==> src/sv/rrpw_pkg.sv <==
// shared types, constants and register codes for the rear radar proximity warner
`default_nettype none

package rrpw_pkg;

  // field widths
  localparam int unsigned DIST_W     = 17;
  localparam int unsigned SPEED_W    = 16;
  localparam int unsigned COUNT_W    = 8;
  localparam int unsigned CFG_IDX_W  = 3;
  localparam int unsigned CFG_DATA_W = 17;

  // frame limits
  localparam logic [DIST_W-1:0]  FAR_DISTANCE = DIST_W'(99900);
  localparam logic [COUNT_W-1:0] COUNT_CAP    = COUNT_W'(255);
  localparam logic [COUNT_W-1:0] MAX_TARGETS  = COUNT_W'(8);

  // register reset values
  localparam logic signed [SPEED_W-1:0] FAST_LIMIT_RST = SPEED_W'(-150);
  localparam logic [DIST_W-1:0]  ATTENTION_RST = DIST_W'(300);
  localparam logic [DIST_W-1:0]  WARNING_RST   = DIST_W'(150);
  localparam logic [DIST_W-1:0]  DANGER_RST    = DIST_W'(50);
  localparam logic [COUNT_W-1:0] SETTLE_RST    = COUNT_W'(3);

  // register indexes on the config port
  typedef enum logic [CFG_IDX_W-1:0] {
    CFG_FAST_SPEED_LIMIT   = 3'd0,
    CFG_ATTENTION_DISTANCE = 3'd1,
    CFG_WARNING_DISTANCE   = 3'd2,
    CFG_DANGER_DISTANCE    = 3'd3,
    CFG_SETTLE_FRAMES      = 3'd4
  } cfg_idx_e;

  // danger classes
  typedef enum logic [1:0] {
    LVL_SAFE      = 2'd0,
    LVL_ATTENTION = 2'd1,
    LVL_WARNING   = 2'd2,
    LVL_DANGER    = 2'd3
  } danger_level_e;

  // current register contents
  typedef struct packed {
    logic signed [SPEED_W-1:0] fast_speed_limit;
    logic [DIST_W-1:0]         attention_distance;
    logic [DIST_W-1:0]         warning_distance;
    logic [DIST_W-1:0]         danger_distance;
    logic [COUNT_W-1:0]        settle_frames;
  } cfg_t;

  // one input beat held in the input register
  typedef struct packed {
    logic                      target_valid;
    logic [DIST_W-1:0]         target_distance;
    logic signed [SPEED_W-1:0] target_speed;
    logic                      frame_last;
  } target_t;

  // frame summary handed from the accumulator to the evaluator
  typedef struct packed {
    logic                      valid;
    logic [DIST_W-1:0]         min_distance;
    logic signed [SPEED_W-1:0] min_speed;
  } frame_end_t;

endpackage

`default_nettype wire

==> src/sv/rrpw_if.sv <==
// valid/ready channel interfaces for target and result beats
`default_nettype none

interface rrpw_target_if;
  logic                                 valid;
  logic                                 ready;
  logic                                 target_valid;
  logic [rrpw_pkg::DIST_W-1:0]          target_distance;
  logic signed [rrpw_pkg::SPEED_W-1:0]  target_speed;
  logic                                 frame_last;

  modport source (
    output valid, target_valid, target_distance, target_speed, frame_last,
    input  ready
  );
  modport sink (
    input  valid, target_valid, target_distance, target_speed, frame_last,
    output ready
  );
endinterface

interface rrpw_result_if;
  logic                                 valid;
  logic                                 ready;
  logic [1:0]                           danger_level;
  logic [rrpw_pkg::DIST_W-1:0]          nearest_distance;
  logic signed [rrpw_pkg::SPEED_W-1:0]  closing_speed;
  logic                                 approaching_fast;

  modport source (
    output valid, danger_level, nearest_distance, closing_speed, approaching_fast,
    input  ready
  );
  modport sink (
    input  valid, danger_level, nearest_distance, closing_speed, approaching_fast,
    output ready
  );
endinterface

`default_nettype wire

==> src/sv/rrpw_cfg_regs.sv <==
// configuration register file, write only
`default_nettype none

module rrpw_cfg_regs (
  input  wire logic                               clk_i,
  input  wire logic                               rst_ni,
  input  wire logic                               cfg_we_i,
  input  wire logic [rrpw_pkg::CFG_IDX_W-1:0]     cfg_index_i,
  input  wire logic [rrpw_pkg::CFG_DATA_W-1:0]    cfg_data_i,
  output rrpw_pkg::cfg_t                          cfg_o
);

  rrpw_pkg::cfg_t cfg_q, cfg_d;

  // decode the write, unknown indexes leave everything alone
  always_comb begin
    cfg_d = cfg_q;
    if (cfg_we_i) begin
      unique case (rrpw_pkg::cfg_idx_e'(cfg_index_i))
        rrpw_pkg::CFG_FAST_SPEED_LIMIT: begin
          cfg_d.fast_speed_limit = cfg_data_i[rrpw_pkg::SPEED_W-1:0];
        end
        rrpw_pkg::CFG_ATTENTION_DISTANCE: begin
          cfg_d.attention_distance = cfg_data_i[rrpw_pkg::DIST_W-1:0];
        end
        rrpw_pkg::CFG_WARNING_DISTANCE: begin
          cfg_d.warning_distance = cfg_data_i[rrpw_pkg::DIST_W-1:0];
        end
        rrpw_pkg::CFG_DANGER_DISTANCE: begin
          cfg_d.danger_distance = cfg_data_i[rrpw_pkg::DIST_W-1:0];
        end
        rrpw_pkg::CFG_SETTLE_FRAMES: begin
          cfg_d.settle_frames = cfg_data_i[rrpw_pkg::COUNT_W-1:0];
        end
        default: begin
          cfg_d = cfg_q;
        end
      endcase
    end
  end

  always_ff @(posedge clk_i or negedge rst_ni) begin
    if (!rst_ni) begin
      cfg_q.fast_speed_limit   <= rrpw_pkg::FAST_LIMIT_RST;
      cfg_q.attention_distance <= rrpw_pkg::ATTENTION_RST;
      cfg_q.warning_distance   <= rrpw_pkg::WARNING_RST;
      cfg_q.danger_distance    <= rrpw_pkg::DANGER_RST;
      cfg_q.settle_frames      <= rrpw_pkg::SETTLE_RST;
    end else begin
      cfg_q <= cfg_d;
    end
  end

  assign cfg_o = cfg_q;

endmodule

`default_nettype wire

==> src/sv/rrpw_frame_acc.sv <==
// input register and per-frame running minimum of distance and speed
`default_nettype none

module rrpw_frame_acc (
  input  wire logic            clk_i,
  input  wire logic            rst_ni,
  rrpw_target_if.sink          tgt_i,
  input  wire logic            eval_free_i,
  output rrpw_pkg::frame_end_t frame_end_o
);

  rrpw_pkg::target_t                    item_q;
  logic                                 item_vld_q;
  logic [rrpw_pkg::DIST_W-1:0]          min_dist_q, min_dist_d;
  logic signed [rrpw_pkg::SPEED_W-1:0]  min_speed_q, min_speed_d;
  logic [rrpw_pkg::COUNT_W-1:0]         seen_q, seen_d;
  logic                                 counted;
  logic                                 fire;
  logic                                 take;

  // a held beat moves on unless it ends a frame and the result side is full
  assign fire        = item_vld_q && (!item_q.frame_last || eval_free_i);
  assign tgt_i.ready = !item_vld_q || fire;
  assign take        = tgt_i.valid && tgt_i.ready;

  // fold the held target into the running values
  always_comb begin
    counted     = item_q.target_valid && (seen_q < rrpw_pkg::MAX_TARGETS);
    min_dist_d  = min_dist_q;
    min_speed_d = min_speed_q;
    seen_d      = seen_q;
    if (counted) begin
      if (item_q.target_distance < min_dist_q) begin
        min_dist_d = item_q.target_distance;
      end
      if ($signed(item_q.target_speed) < $signed(min_speed_q)) begin
        min_speed_d = item_q.target_speed;
      end
      seen_d = seen_q + rrpw_pkg::COUNT_W'(1);
    end
  end

  assign frame_end_o.valid        = item_vld_q && item_q.frame_last;
  assign frame_end_o.min_distance = min_dist_d;
  assign frame_end_o.min_speed    = min_speed_d;

  // input register
  always_ff @(posedge clk_i or negedge rst_ni) begin
    if (!rst_ni) begin
      item_vld_q <= 1'b0;
    end else if (take) begin
      item_vld_q <= 1'b1;
    end else if (fire) begin
      item_vld_q <= 1'b0;
    end
  end

  always_ff @(posedge clk_i) begin
    if (take) begin
      item_q.target_valid    <= tgt_i.target_valid;
      item_q.target_distance <= tgt_i.target_distance;
      item_q.target_speed    <= tgt_i.target_speed;
      item_q.frame_last      <= tgt_i.frame_last;
    end
  end

  // running frame state, cleared once the frame end leaves
  always_ff @(posedge clk_i or negedge rst_ni) begin
    if (!rst_ni) begin
      min_dist_q  <= rrpw_pkg::FAR_DISTANCE;
      min_speed_q <= '0;
      seen_q      <= '0;
    end else if (fire) begin
      if (item_q.frame_last) begin
        min_dist_q  <= rrpw_pkg::FAR_DISTANCE;
        min_speed_q <= '0;
        seen_q      <= '0;
      end else begin
        min_dist_q  <= min_dist_d;
        min_speed_q <= min_speed_d;
        seen_q      <= seen_d;
      end
    end
  end

endmodule

`default_nettype wire

==> src/sv/rrpw_frame_eval.sv <==
// danger classification, fast-approach debounce and result register
`default_nettype none

module rrpw_frame_eval (
  input  wire logic                 clk_i,
  input  wire logic                 rst_ni,
  input  wire rrpw_pkg::cfg_t       cfg_i,
  input  wire rrpw_pkg::frame_end_t frame_end_i,
  output logic                      eval_free_o,
  rrpw_result_if.source             res_o
);

  rrpw_pkg::danger_level_e        level;
  logic                           raw_fast;
  logic                           pending_q, pending_d;
  logic [rrpw_pkg::COUNT_W-1:0]   stable_q, stable_d;
  logic                           flag_q, flag_d;
  logic                           take_end;
  logic                           res_vld_q;
  logic [1:0]                     level_q;
  logic [rrpw_pkg::DIST_W-1:0]    dist_q;
  logic [rrpw_pkg::SPEED_W-1:0]   speed_q;

  assign eval_free_o = !res_vld_q || res_o.ready;
  assign take_end    = frame_end_i.valid && eval_free_o;

  // thresholds tested from the closest band outward
  always_comb begin
    priority if (frame_end_i.min_distance <= cfg_i.danger_distance) begin
      level = rrpw_pkg::LVL_DANGER;
    end else if (frame_end_i.min_distance <= cfg_i.warning_distance) begin
      level = rrpw_pkg::LVL_WARNING;
    end else if (frame_end_i.min_distance <= cfg_i.attention_distance) begin
      level = rrpw_pkg::LVL_ATTENTION;
    end else begin
      level = rrpw_pkg::LVL_SAFE;
    end
  end

  // debounce: count frames with an unchanged raw condition
  always_comb begin
    raw_fast  = $signed(frame_end_i.min_speed) <= $signed(cfg_i.fast_speed_limit);
    pending_d = pending_q;
    stable_d  = stable_q;
    if (raw_fast != pending_q) begin
      pending_d = raw_fast;
      stable_d  = '0;
    end else if (stable_q < rrpw_pkg::COUNT_CAP) begin
      stable_d = stable_q + rrpw_pkg::COUNT_W'(1);
    end
    flag_d = (stable_d >= cfg_i.settle_frames) ? pending_d : flag_q;
  end

  always_ff @(posedge clk_i or negedge rst_ni) begin
    if (!rst_ni) begin
      pending_q <= 1'b0;
      stable_q  <= '0;
      flag_q    <= 1'b0;
    end else if (take_end) begin
      pending_q <= pending_d;
      stable_q  <= stable_d;
      flag_q    <= flag_d;
    end
  end

  // result register
  always_ff @(posedge clk_i or negedge rst_ni) begin
    if (!rst_ni) begin
      res_vld_q <= 1'b0;
    end else if (take_end) begin
      res_vld_q <= 1'b1;
    end else if (res_o.ready) begin
      res_vld_q <= 1'b0;
    end
  end

  always_ff @(posedge clk_i) begin
    if (take_end) begin
      level_q <= level;
      dist_q  <= frame_end_i.min_distance;
      speed_q <= frame_end_i.min_speed;
    end
  end

  assign res_o.valid            = res_vld_q;
  assign res_o.danger_level     = level_q;
  assign res_o.nearest_distance = dist_q;
  assign res_o.closing_speed    = speed_q;
  assign res_o.approaching_fast = flag_q;

endmodule

`default_nettype wire

==> src/sv/rear_radar_proximity_warner_core.sv <==
// top level of the rear radar proximity warner
//
//   channel   dir   handshake        beat
//   tgt_i     in    valid/ready      one radar target, frame_last ends a frame
//   res_o     out   valid/ready      one frame summary per frame end
//   cfg       in    cfg_we_i only    register write, no read-back
//
// one target beat per cycle unless a frame end stalls; a beat is held in the
// input register and a frame end moves on into the result register once the
// result side is free. the held result does not block intake: a new beat is
// taken while it waits, and only a second frame end stalls until the result
// is taken. reset clears frame state and the debounce and loads the register
// defaults.
`default_nettype none

module rear_radar_proximity_warner_core (
  input  wire logic                             clk_i,
  input  wire logic                             rst_ni,
  input  wire logic                             cfg_we_i,
  input  wire logic [rrpw_pkg::CFG_IDX_W-1:0]   cfg_index_i,
  input  wire logic [rrpw_pkg::CFG_DATA_W-1:0]  cfg_data_i,
  rrpw_target_if.sink                           tgt_i,
  rrpw_result_if.source                         res_o
);

  rrpw_pkg::cfg_t       cfg;
  rrpw_pkg::frame_end_t frame_end;
  logic                 eval_free;

  // register file
  rrpw_cfg_regs u_cfg_regs (
    .clk_i       (clk_i),
    .rst_ni      (rst_ni),
    .cfg_we_i    (cfg_we_i),
    .cfg_index_i (cfg_index_i),
    .cfg_data_i  (cfg_data_i),
    .cfg_o       (cfg)
  );

  // per-frame accumulation
  rrpw_frame_acc u_frame_acc (
    .clk_i       (clk_i),
    .rst_ni      (rst_ni),
    .tgt_i       (tgt_i),
    .eval_free_i (eval_free),
    .frame_end_o (frame_end)
  );

  // classification and result
  rrpw_frame_eval u_frame_eval (
    .clk_i       (clk_i),
    .rst_ni      (rst_ni),
    .cfg_i       (cfg),
    .frame_end_i (frame_end),
    .eval_free_o (eval_free),
    .res_o       (res_o)
  );

endmodule

`default_nettype wire
==> src/flat_wrapper.sv <==
// flat-port wrapper written by rule: the top's interface ports become plain ports
module rear_radar_proximity_warner_core_flat 
  (clk_i, rst_ni, cfg_we_i, cfg_index_i, cfg_data_i, tgt_i_valid, tgt_i_target_valid, tgt_i_target_distance, tgt_i_target_speed, tgt_i_frame_last, tgt_i_ready, res_o_valid, res_o_danger_level, res_o_nearest_distance, res_o_closing_speed, res_o_approaching_fast, res_o_ready);
  rrpw_target_if tgt_i_i ();
  rrpw_result_if res_o_i ();
  input  wire logic clk_i;
  input  wire logic rst_ni;
  input  wire logic cfg_we_i;
  input  wire logic [rrpw_pkg::CFG_IDX_W-1:0] cfg_index_i;
  input  wire logic [rrpw_pkg::CFG_DATA_W-1:0] cfg_data_i;
  input wire logic [$bits(tgt_i_i.valid)-1:0] tgt_i_valid;
  input wire logic [$bits(tgt_i_i.target_valid)-1:0] tgt_i_target_valid;
  input wire logic [$bits(tgt_i_i.target_distance)-1:0] tgt_i_target_distance;
  input wire logic [$bits(tgt_i_i.target_speed)-1:0] tgt_i_target_speed;
  input wire logic [$bits(tgt_i_i.frame_last)-1:0] tgt_i_frame_last;
  output wire logic [$bits(tgt_i_i.ready)-1:0] tgt_i_ready;
  output wire logic [$bits(res_o_i.valid)-1:0] res_o_valid;
  output wire logic [$bits(res_o_i.danger_level)-1:0] res_o_danger_level;
  output wire logic [$bits(res_o_i.nearest_distance)-1:0] res_o_nearest_distance;
  output wire logic [$bits(res_o_i.closing_speed)-1:0] res_o_closing_speed;
  output wire logic [$bits(res_o_i.approaching_fast)-1:0] res_o_approaching_fast;
  input wire logic [$bits(res_o_i.ready)-1:0] res_o_ready;
  assign tgt_i_i.valid = tgt_i_valid;
  assign tgt_i_i.target_valid = tgt_i_target_valid;
  assign tgt_i_i.target_distance = tgt_i_target_distance;
  assign tgt_i_i.target_speed = tgt_i_target_speed;
  assign tgt_i_i.frame_last = tgt_i_frame_last;
  assign tgt_i_ready = tgt_i_i.ready;
  assign res_o_valid = res_o_i.valid;
  assign res_o_danger_level = res_o_i.danger_level;
  assign res_o_nearest_distance = res_o_i.nearest_distance;
  assign res_o_closing_speed = res_o_i.closing_speed;
  assign res_o_approaching_fast = res_o_i.approaching_fast;
  assign res_o_i.ready = res_o_ready;
  rear_radar_proximity_warner_core u_core (.clk_i(clk_i), .rst_ni(rst_ni), .cfg_we_i(cfg_we_i), .cfg_index_i(cfg_index_i), .cfg_data_i(cfg_data_i), .tgt_i(tgt_i_i), .res_o(res_o_i));
endmodule
==> config.mk <==
export PLATFORM = sky130hd
export DESIGN_NAME = rear_radar_proximity_warner_core_flat
export DESIGN_NICKNAME = d
export VERILOG_FILES = /design/src/sv/rrpw_pkg.sv /design/src/sv/rrpw_if.sv /design/src/sv/rrpw_cfg_regs.sv /design/src/sv/rrpw_frame_acc.sv /design/src/sv/rrpw_frame_eval.sv /design/src/sv/rear_radar_proximity_warner_core.sv /design/src/flat_wrapper.sv
export SDC_FILE = /design/constraint.sdc
export NUM_CORES = 1
export LEC_CHECK = 0
export BUFFER_PORTS_ARGS = -buffer_cell sky130_fd_sc_hd__buf_4
export CAP_MARGIN = 5
export CORE_MARGIN = 2
export CORE_UTILIZATION = 54
export DETAILED_ROUTE_END_ITERATION = 7
export PLACE_DENSITY_LB_ADDON = 0.2
export SLEW_MARGIN = 10
export SYNTH_ARGS = -nofsm -noshare
export SYNTH_HDL_FRONTEND = slang
export SYNTH_SLANG_ARGS = --single-unit
==> constraint.sdc <==
create_clock -name clk_i -period 5 [get_ports clk_i]
set_clock_uncertainty 0.05 [all_clocks]
set_input_delay 1.5 -clock clk_i [delete_from_list [all_inputs] [get_ports clk_i]]
set_output_delay 1.5 -clock clk_i [all_outputs]
set_load 0.005 [all_outputs]
==> results.yml, run 1 <==
timing:
  slew-limit-headroom_pct: 26.86
  final_hold_viol_count: 0
  holdWs_ps: 454.9
  finalCriticalPeriod_ps: 5005
  worst_slew_pin_slew_ps: 1091
  slew_viol_final: 0
  setup_ws_ps: -5.240
  fin_crit_sh_pct: 100.1
  setup_viol_count_final: 1
  fmax_ghz: 0.1998
  grt_setup_unrepaired: "yes"
power:
  power_frac_seq_pct: 41.6
  p_comb_share_pct: 31.7
  leakagePower_nw: 5.636
  p_int_mw: 3.444
  powerDensity_nw_per_um2: 403.5
  p_switching_mw: 1.608
  power.share.clock_pct: 26.7
  peakVddDrop_mv: 0.2743
  p_total_mw: 5.052
  switching_share_pct: 31.82
cells_and_area:
  final_util_pct: 67.15
  drive_gt1_share_pct: 30.23
  nFillCells: 1399
  final_nets: 1219
  syn2layout_area_growth_pct: 22.10
  insertedDiodeCount: 0
  multiInputGateArea_um2: 4728
  final-seq-area_um2: 5346
global_route:
  grt_first_pass_wirelength_um: 37870
  grtUsageTotal_pct: 24.39
  antenna_found_initial: 0
  grt.overflow.total: 0
  grt_pass1_vias: 7327
  grt_max_degree: 72
worst_setup_path:
  worstPathArrival_ps: 5270
  reg2reg_depth: 24
  worstPathMaxFanout: 6
  r2r_slack_ps: -5
  critical_path_class: "register to register"
  r2r-start: "u_core.u_frame_acc.item_q[16]$_DFFE_PP_"
  startpoint: "u_core.u_frame_acc.item_q[16]$_DFFE_PP_"
  required_ps: 5270
  start_kind: "register"
  endpoint: "u_core.u_frame_eval.res_o.approaching_fast$_DFFE_PN0P_"
  critPathCaptureType: "register"
  r2r_end: "u_core.u_frame_eval.res_o.approaching_fast$_DFFE_PN0P_"
detailed_routing:
  routed_wl_um: 23760
  antenna_left: 0
  via_per_inst: 5.679
  drc: 0
  vias: 7360
  wire_per_inst_um: 18.33
  drtIter0Drc: 434
  drt_first_pass_iters: 5
logic_synthesis:
  synthCells: 901
  ys_seq_elements: 198
  synth_nets: 1071
  ys_warn_count: 0
  synth_area_um2: 10250
  synth_top_flop_cell: "dfrtp_1"
  synth_cell_types: 66
  synth-edff-count: 70
  syn_area_per_cell_um2: 11.38
  synthArstFlopShare_pct: 64.65
  ys_seq_area_share_pct: 52.14
status:
  violations: "negative setup slack"
  status: "finished with violations"
clock_network:
  clk_pin_slew_worst_paths_ps: 70
  clk_latency_ps: 440
  cts_root_buffer: "clkbuf_16"
  clock_sink_count: 198
  h-tree-depth: 4
  cts_tree: "built"
  cts_made_buffers: 17
  cts_buffer_depth: 2
die:
  coreArea_um2: 18640
  fp.dieW_um: 141.8
  dieArea_um2: 20110
  start_util_pct: 55.00
  die_height_um: 141.8
  io_pins: 98
  rows: 50
min_path:
  hold_class: "register to register"
place:
  dp_hpwl_um: 16850
  portBuffers: 97
  gp_routability_congestion: 0.7941
flow_run:
  maxCapViolCount: 0
## flip-flops by register name, summed over array words and instances (netlist names)
register,flops
u_core.u_frame_acc.min_speed_q,16
u_core.u_frame_acc.item_vld_q,1
u_core.u_frame_eval.res_o.nearest_distance,17
u_core.u_cfg_regs.cfg_o,75
u_core.u_frame_eval.stable_q,8
u_core.u_frame_acc.min_dist_q,17
u_core.u_frame_eval.res_o.danger_level,2
u_core.u_frame_eval.res_o.valid,1
u_core.u_frame_acc.seen_q,8
u_core.u_frame_eval.res_o.closing_speed,16
u_core.u_frame_acc.item_q,35
u_core.u_frame_eval.pending_q,1
u_core.u_frame_eval.res_o.approaching_fast,1
## what timing repair did
action                                  CTS  global route
hold buffers                              0             0
pin swaps                                10             6
endpoints found under the setup margin    1             2
gates resized for setup                   9            33
setup buffers                            10             6
## critical path, stage by stage, from the launching register on
cell and delay [ps]:
edfxtp_1 410, ha_1 330, nand4_1 160, buf_4 140, a2bb2oi_2 130, a41oi_2 180
nor3_4 220, buf_6 140, buf_4 130, mux2_2 360, ha_1 320, nand3_1 140
a21oi_2 140, a211oi_2 50, nor3_2 230, o41ai_2 90, buf_4 160, ha_4 320
inv_6 60, a311oi_2 230, ha_2 280, a2111oi_4 60, a221o_1 320, o21ai_1 140
o31ai_1 80
## Yosys cell counts, types with 3 or more instances
| cell type | count | area [µm²] |
|---|---|---|
| nor3_1 | 7 | 35.03 |
| a21o_1 | 10 | 75.07 |
| a21oi_1 | 35 | 175.2 |
| xnor2_1 | 3 | 26.28 |
| mux2i_1 | 3 | 30.03 |
| nand4_1 | 17 | 106.4 |
| nand2b_1 | 6 | 37.54 |
| ha_1 | 110 | 1376 |
| and3_1 | 4 | 25.02 |
| o21ai_0 | 77 | 385.4 |
| a31oi_1 | 8 | 50.05 |
| buf_6 | 3 | 33.78 |
| o32a_1 | 8 | 80.08 |
| dfrtp_1 | 95 | 2377 |
| nor2_1 | 28 | 105.1 |
| a211oi_1 | 4 | 30.03 |
| o22ai_1 | 3 | 18.77 |
| nand3_1 | 16 | 80.08 |
| mux2_4 | 11 | 165.2 |
| nand2_1 | 95 | 356.6 |
| edfxtp_1 | 70 | 2102 |
| mux2_2 | 44 | 495.5 |
| dfstp_2 | 33 | 867.1 |
| clkbuf_1 | 14 | 52.55 |
| a22o_1 | 25 | 219.0 |
| inv_1 | 112 | 420.4 |
| nor2b_1 | 10 | 62.56 |
## layout make-up
cell class | instances | area share (%)
tap | 234 | 2.339
clock inverter | 13 | 0.9794
clock buffer | 19 | 3.618
multi-input combinational | 571 | 37.77
sequential | 198 | 42.70
inverter | 112 | 3.398
timing repair buffer | 149 | 9.194
## layout by cell type, fill, tap and decap left out, types with 16 or more instances in the layout
master	instances
a21oi_1	28
a22o_1	25
buf_4	145
clkbuf_16	17
dfrtp_1	95
dfstp_2	33
edfxtp_1	70
ha_1	96
inv_1	109
mux2_2	40
nand2_1	94
nand3_1	16
nand4_1	17
nor2_1	28
o21ai_0	73
## logic make-up (layout without fill, tap and decap cells)
group	Yosys count	after routing	synth area share, %
fa+ha+maj	110	110	13.42
xor+xnor	4	4	0.3417
simple gates	201	201	9.628
mux	58	58	6.736
compound gates	198	198	12.65
flops	198	198	52.14
buf+inv	132	293	5.076
## routing by layer
layer / vias to the layer above / part of all wire (%) / track usage, %
met2: 188 / 49 / 39.27
met4: 0 / 1.3 / 6.526
met3: 21 / 4.5 / 4.252
met1: 3620 / 45 / 34.48
li1: 3531 / - / -
met5: - / 0 / 0
## power groups by stage
stage	registers, mW	clock network (mW)	logic, mW
2_1_floorplan	2.10	0	0.987
3_3_place_gp	2.12	0	1.40
3_5_place_dp	2.13	0	1.44
4_1_cts	2.10	1.37	1.51
5_1_grt	2.13	1.44	1.79
6_report	2.10	1.35	1.60
## per-stage QoR
step           cell area [µm²]  instances  worst slack (ps)  setup TNS, ps
2_1_floorplan            10340        901             2.831              0
3_3_place_gp             11590       1249            -81.60         -81.60
3_5_place_dp             11590       1249            -277.8         -277.8
4_1_cts                  12290       1291             4.692              0
5_1_grt                  12520       1296            -282.0         -324.2
6_report                 12520       1296            -5.240         -5.240
## worst min path at each step
stage                                            start                                       to  slack [ps]  cells past startpoint
2_1_floorplan   u_core.u_cfg_regs.cfg_o[1]$_DFFE_PN1P_   u_core.u_cfg_regs.cfg_o[1]$_DFFE_PN1P_         430                      2
3_3_place_gp   u_core.u_cfg_regs.cfg_o[23]$_DFFE_PN0P_  u_core.u_cfg_regs.cfg_o[23]$_DFFE_PN0P_         440                      1
3_5_place_dp   u_core.u_cfg_regs.cfg_o[16]$_DFFE_PN0P_  u_core.u_cfg_regs.cfg_o[16]$_DFFE_PN0P_         440                      1
4_1_cts        u_core.u_cfg_regs.cfg_o[16]$_DFFE_PN0P_  u_core.u_cfg_regs.cfg_o[16]$_DFFE_PN0P_         460                      1
5_1_grt        u_core.u_cfg_regs.cfg_o[15]$_DFFE_PN0P_  u_core.u_cfg_regs.cfg_o[15]$_DFFE_PN0P_         470                      1
6_report       u_core.u_cfg_regs.cfg_o[16]$_DFFE_PN0P_  u_core.u_cfg_regs.cfg_o[16]$_DFFE_PN0P_         450                      1
Note: power is estimated with default switching activity, not from simulation.
==> inputs of run 2 (changes only) <==
--- a/config.mk
+++ b/config.mk
@@ -5,13 +5,15 @@
 export SDC_FILE = /design/constraint.sdc
 export NUM_CORES = 1
 export LEC_CHECK = 0
+export ABC_CLOCK_PERIOD_IN_PS = 5000
 export BUFFER_PORTS_ARGS = -buffer_cell sky130_fd_sc_hd__buf_4
 export CAP_MARGIN = 5
 export CORE_MARGIN = 2
 export CORE_UTILIZATION = 54
 export DETAILED_ROUTE_END_ITERATION = 7
-export PLACE_DENSITY_LB_ADDON = 0.2
+export PLACE_DENSITY = 0.76
 export SLEW_MARGIN = 10
 export SYNTH_ARGS = -nofsm -noshare
 export SYNTH_HDL_FRONTEND = slang
 export SYNTH_SLANG_ARGS = --single-unit
+export TNS_END_PERCENT = 50
==> results.yml, run 2 (same netlist as run 1, synthesis figures left out) <==
die:
  start_util_pct: 55.00
  coreArea_um2: 18640
  rows: 50
  die_height_um: 141.8
  io_pins: 98
  dieArea_um2: 20110
  fp.dieW_um: 141.8
cells_and_area:
  mostFrequentLayoutCells: "buf_4, inv_1, ha_1, dfrtp_1, nand2_1"
  syn2layout_area_growth_pct: 21.87
  nFillCells: 1379
  largest_reg_flops: 75
  multiInputGateArea_um2: 4693
  postLayoutCellArea_um2: 12500
  drive_gt1_share_pct: 29.12
  layout_commonest_cell: "buf_4"
  insertedDiodeCount: 0
  final_nets: 1218
  final-seq-area_um2: 5346
timing:
  setup_ws_ps: -80.22
  setup_viol_count_final: 1
  fin_crit_sh_pct: 101.6
  slew_viol_final: 0
  grt_setup_unrepaired: "yes"
  finalCriticalPeriod_ps: 5080
  final_hold_viol_count: 0
  worst_slew_pin_slew_ps: 1041
  slew-limit-headroom_pct: 30.26
  fmax_ghz: 0.1968
detailed_routing:
  wire_per_inst_um: 18.44
  via_per_inst: 5.739
  routed_wl_um: 23880
  drtIter0Drc: 583
  vias: 7432
  antenna_left: 0
  drt_first_pass_iters: 5
  drc: 0
worst_setup_path:
  cp_top_family: "compound AO/OA/AOI/OAI gates"
  worstPathArrival_ps: 5340
  cpMaxStageDelayCell: "edfxtp_1"
  critical_path_class: "register to register"
  path_cells: "ha_4 > nand4_1 > nor3_4 > o2111ai_2 > a41oi_2 > nor3_4 > buf_6 > buf_6 > mux2_4 > ha_2 > a21o_1 > a21oi_2 > a21oi_2 > a211oi_2 > nor3_2 > o41ai_4 > ha_4 > inv_6 > a311oi_4 > ha_2 > a2111oi_4 > a221o_1 > o21ai_1 > o31ai_1"
  worst-path-buf-inv: 3
  critPathMaxStageDelay_ps: 430
  required_ps: 5260
  critPathCaptureType: "register"
  start_kind: "register"
  worstPathMaxFanout: 7
clock_network:
  clk_latency_ps: 430
  h-tree-depth: 4
  cts_tree: "built"
  cts_root_buffer: "clkbuf_16"
  cts_made_buffers: 17
  clk_pin_slew_worst_paths_ps: 70
  clock_sink_count: 198
  hold_buffers: 0
  cts_buffer_depth: 2
global_route:
  grt.overflow.total: 0
  grt_max_degree: 70
  grt_pass1_vias: 7538
  antenna_found_initial: 0
  grt_first_pass_wirelength_um: 38920
  grtUsageTotal_pct: 24.99
place:
  dp_hpwl_um: 17040
  place_area_um2: 11630
  gp_routability_congestion: 0.8636
  portBuffers: 97
  pre_cts_slack_ps: -371.8
status:
  status: "finished with violations"
  violations: "negative setup slack"
power:
  peakVddDrop_mv: 0.2611
  powerDensity_nw_per_um2: 408.5
  leakagePower_nw: 5.645
min_path:
  hold_class: "register to register"
flow_run:
  maxCapViolCount: 0
-- run 2: power by group --
part	total [mW]	internal, mW	switching (mW)	leakage (nW)
combinational	1.60	0.741	0.859	3.12
sequential	2.10	1.98	0.123	2.23
clock	1.40	0.827	0.575	0.294
total	5.10	3.55	1.56	5.64
-- run 2: metal layers --
metal	wire, µm	GRT usage [%]	vias to the layer above
met4	588	7.737	0
met1	10540	34.15	3696
met5	0	0	-
met2	11780	41.34	182
li1	-	-	3515
met3	978	3.982	39
-- run 2: worst paths after layout --
check,start,end,slack (ps),cells after the start
min in group asynchronous,rst_ni,u_core.u_frame_acc.seen_q[5]$_DFFE_PN0P_,1100,1
max in group asynchronous,rst_ni,u_core.u_cfg_regs.cfg_o[72]$_DFFE_PN1P_,2910,2
hold / removal,u_core.u_cfg_regs.cfg_o[19]$_DFFE_PN0P_,u_core.u_cfg_regs.cfg_o[19]$_DFFE_PN0P_,460,1
hold reg to reg,u_core.u_cfg_regs.cfg_o[19]$_DFFE_PN0P_,u_core.u_cfg_regs.cfg_o[19]$_DFFE_PN0P_,460,1
setup / recovery,u_core.u_frame_acc.item_q[16]$_DFFE_PP_,u_core.u_frame_eval.res_o.approaching_fast$_DFFE_PN0P_,-80,24
setup reg to reg,u_core.u_frame_acc.item_q[16]$_DFFE_PP_,u_core.u_frame_eval.res_o.approaching_fast$_DFFE_PN0P_,-80,24
-- run 2: metrics by stage --
step | total power [mW] | setup TNS, ps | utilization [%] | std cells | hold slack [ps]
CTS | 5.111 | 0 | 66.77 | 1295 | 457.8
global placement | 3.506 | 0 | 62.36 | 1255 | 436.6
finish | 5.104 | -80.22 | 67.03 | 1295 | 462.3
floorplan | 3.086 | 0 | - | 901 | 427.6
global route | 5.412 | -311.3 | 67.03 | 1295 | 461.2
detailed placement | 3.580 | -371.8 | 62.36 | 1255 | 443.3
-- run 2: area by class of cell --
class	instances	share of cell area (%)
clock inverters	8	0.9713
clock buffers	24	3.855
multi-input cells	571	37.56
flip-flops and latches	198	42.79
repair buffers	148	9.082
well taps	234	2.343
inverters	112	3.404
-- run 2: timing repair --
action / in CTS / in global routing
resized for setup: 27 / 5
setup endpoints to repair: 1 / 1
endpoints found under the hold margin: 0 / 0
setup buffers: 9 / 0
pin swaps: 23 / 0
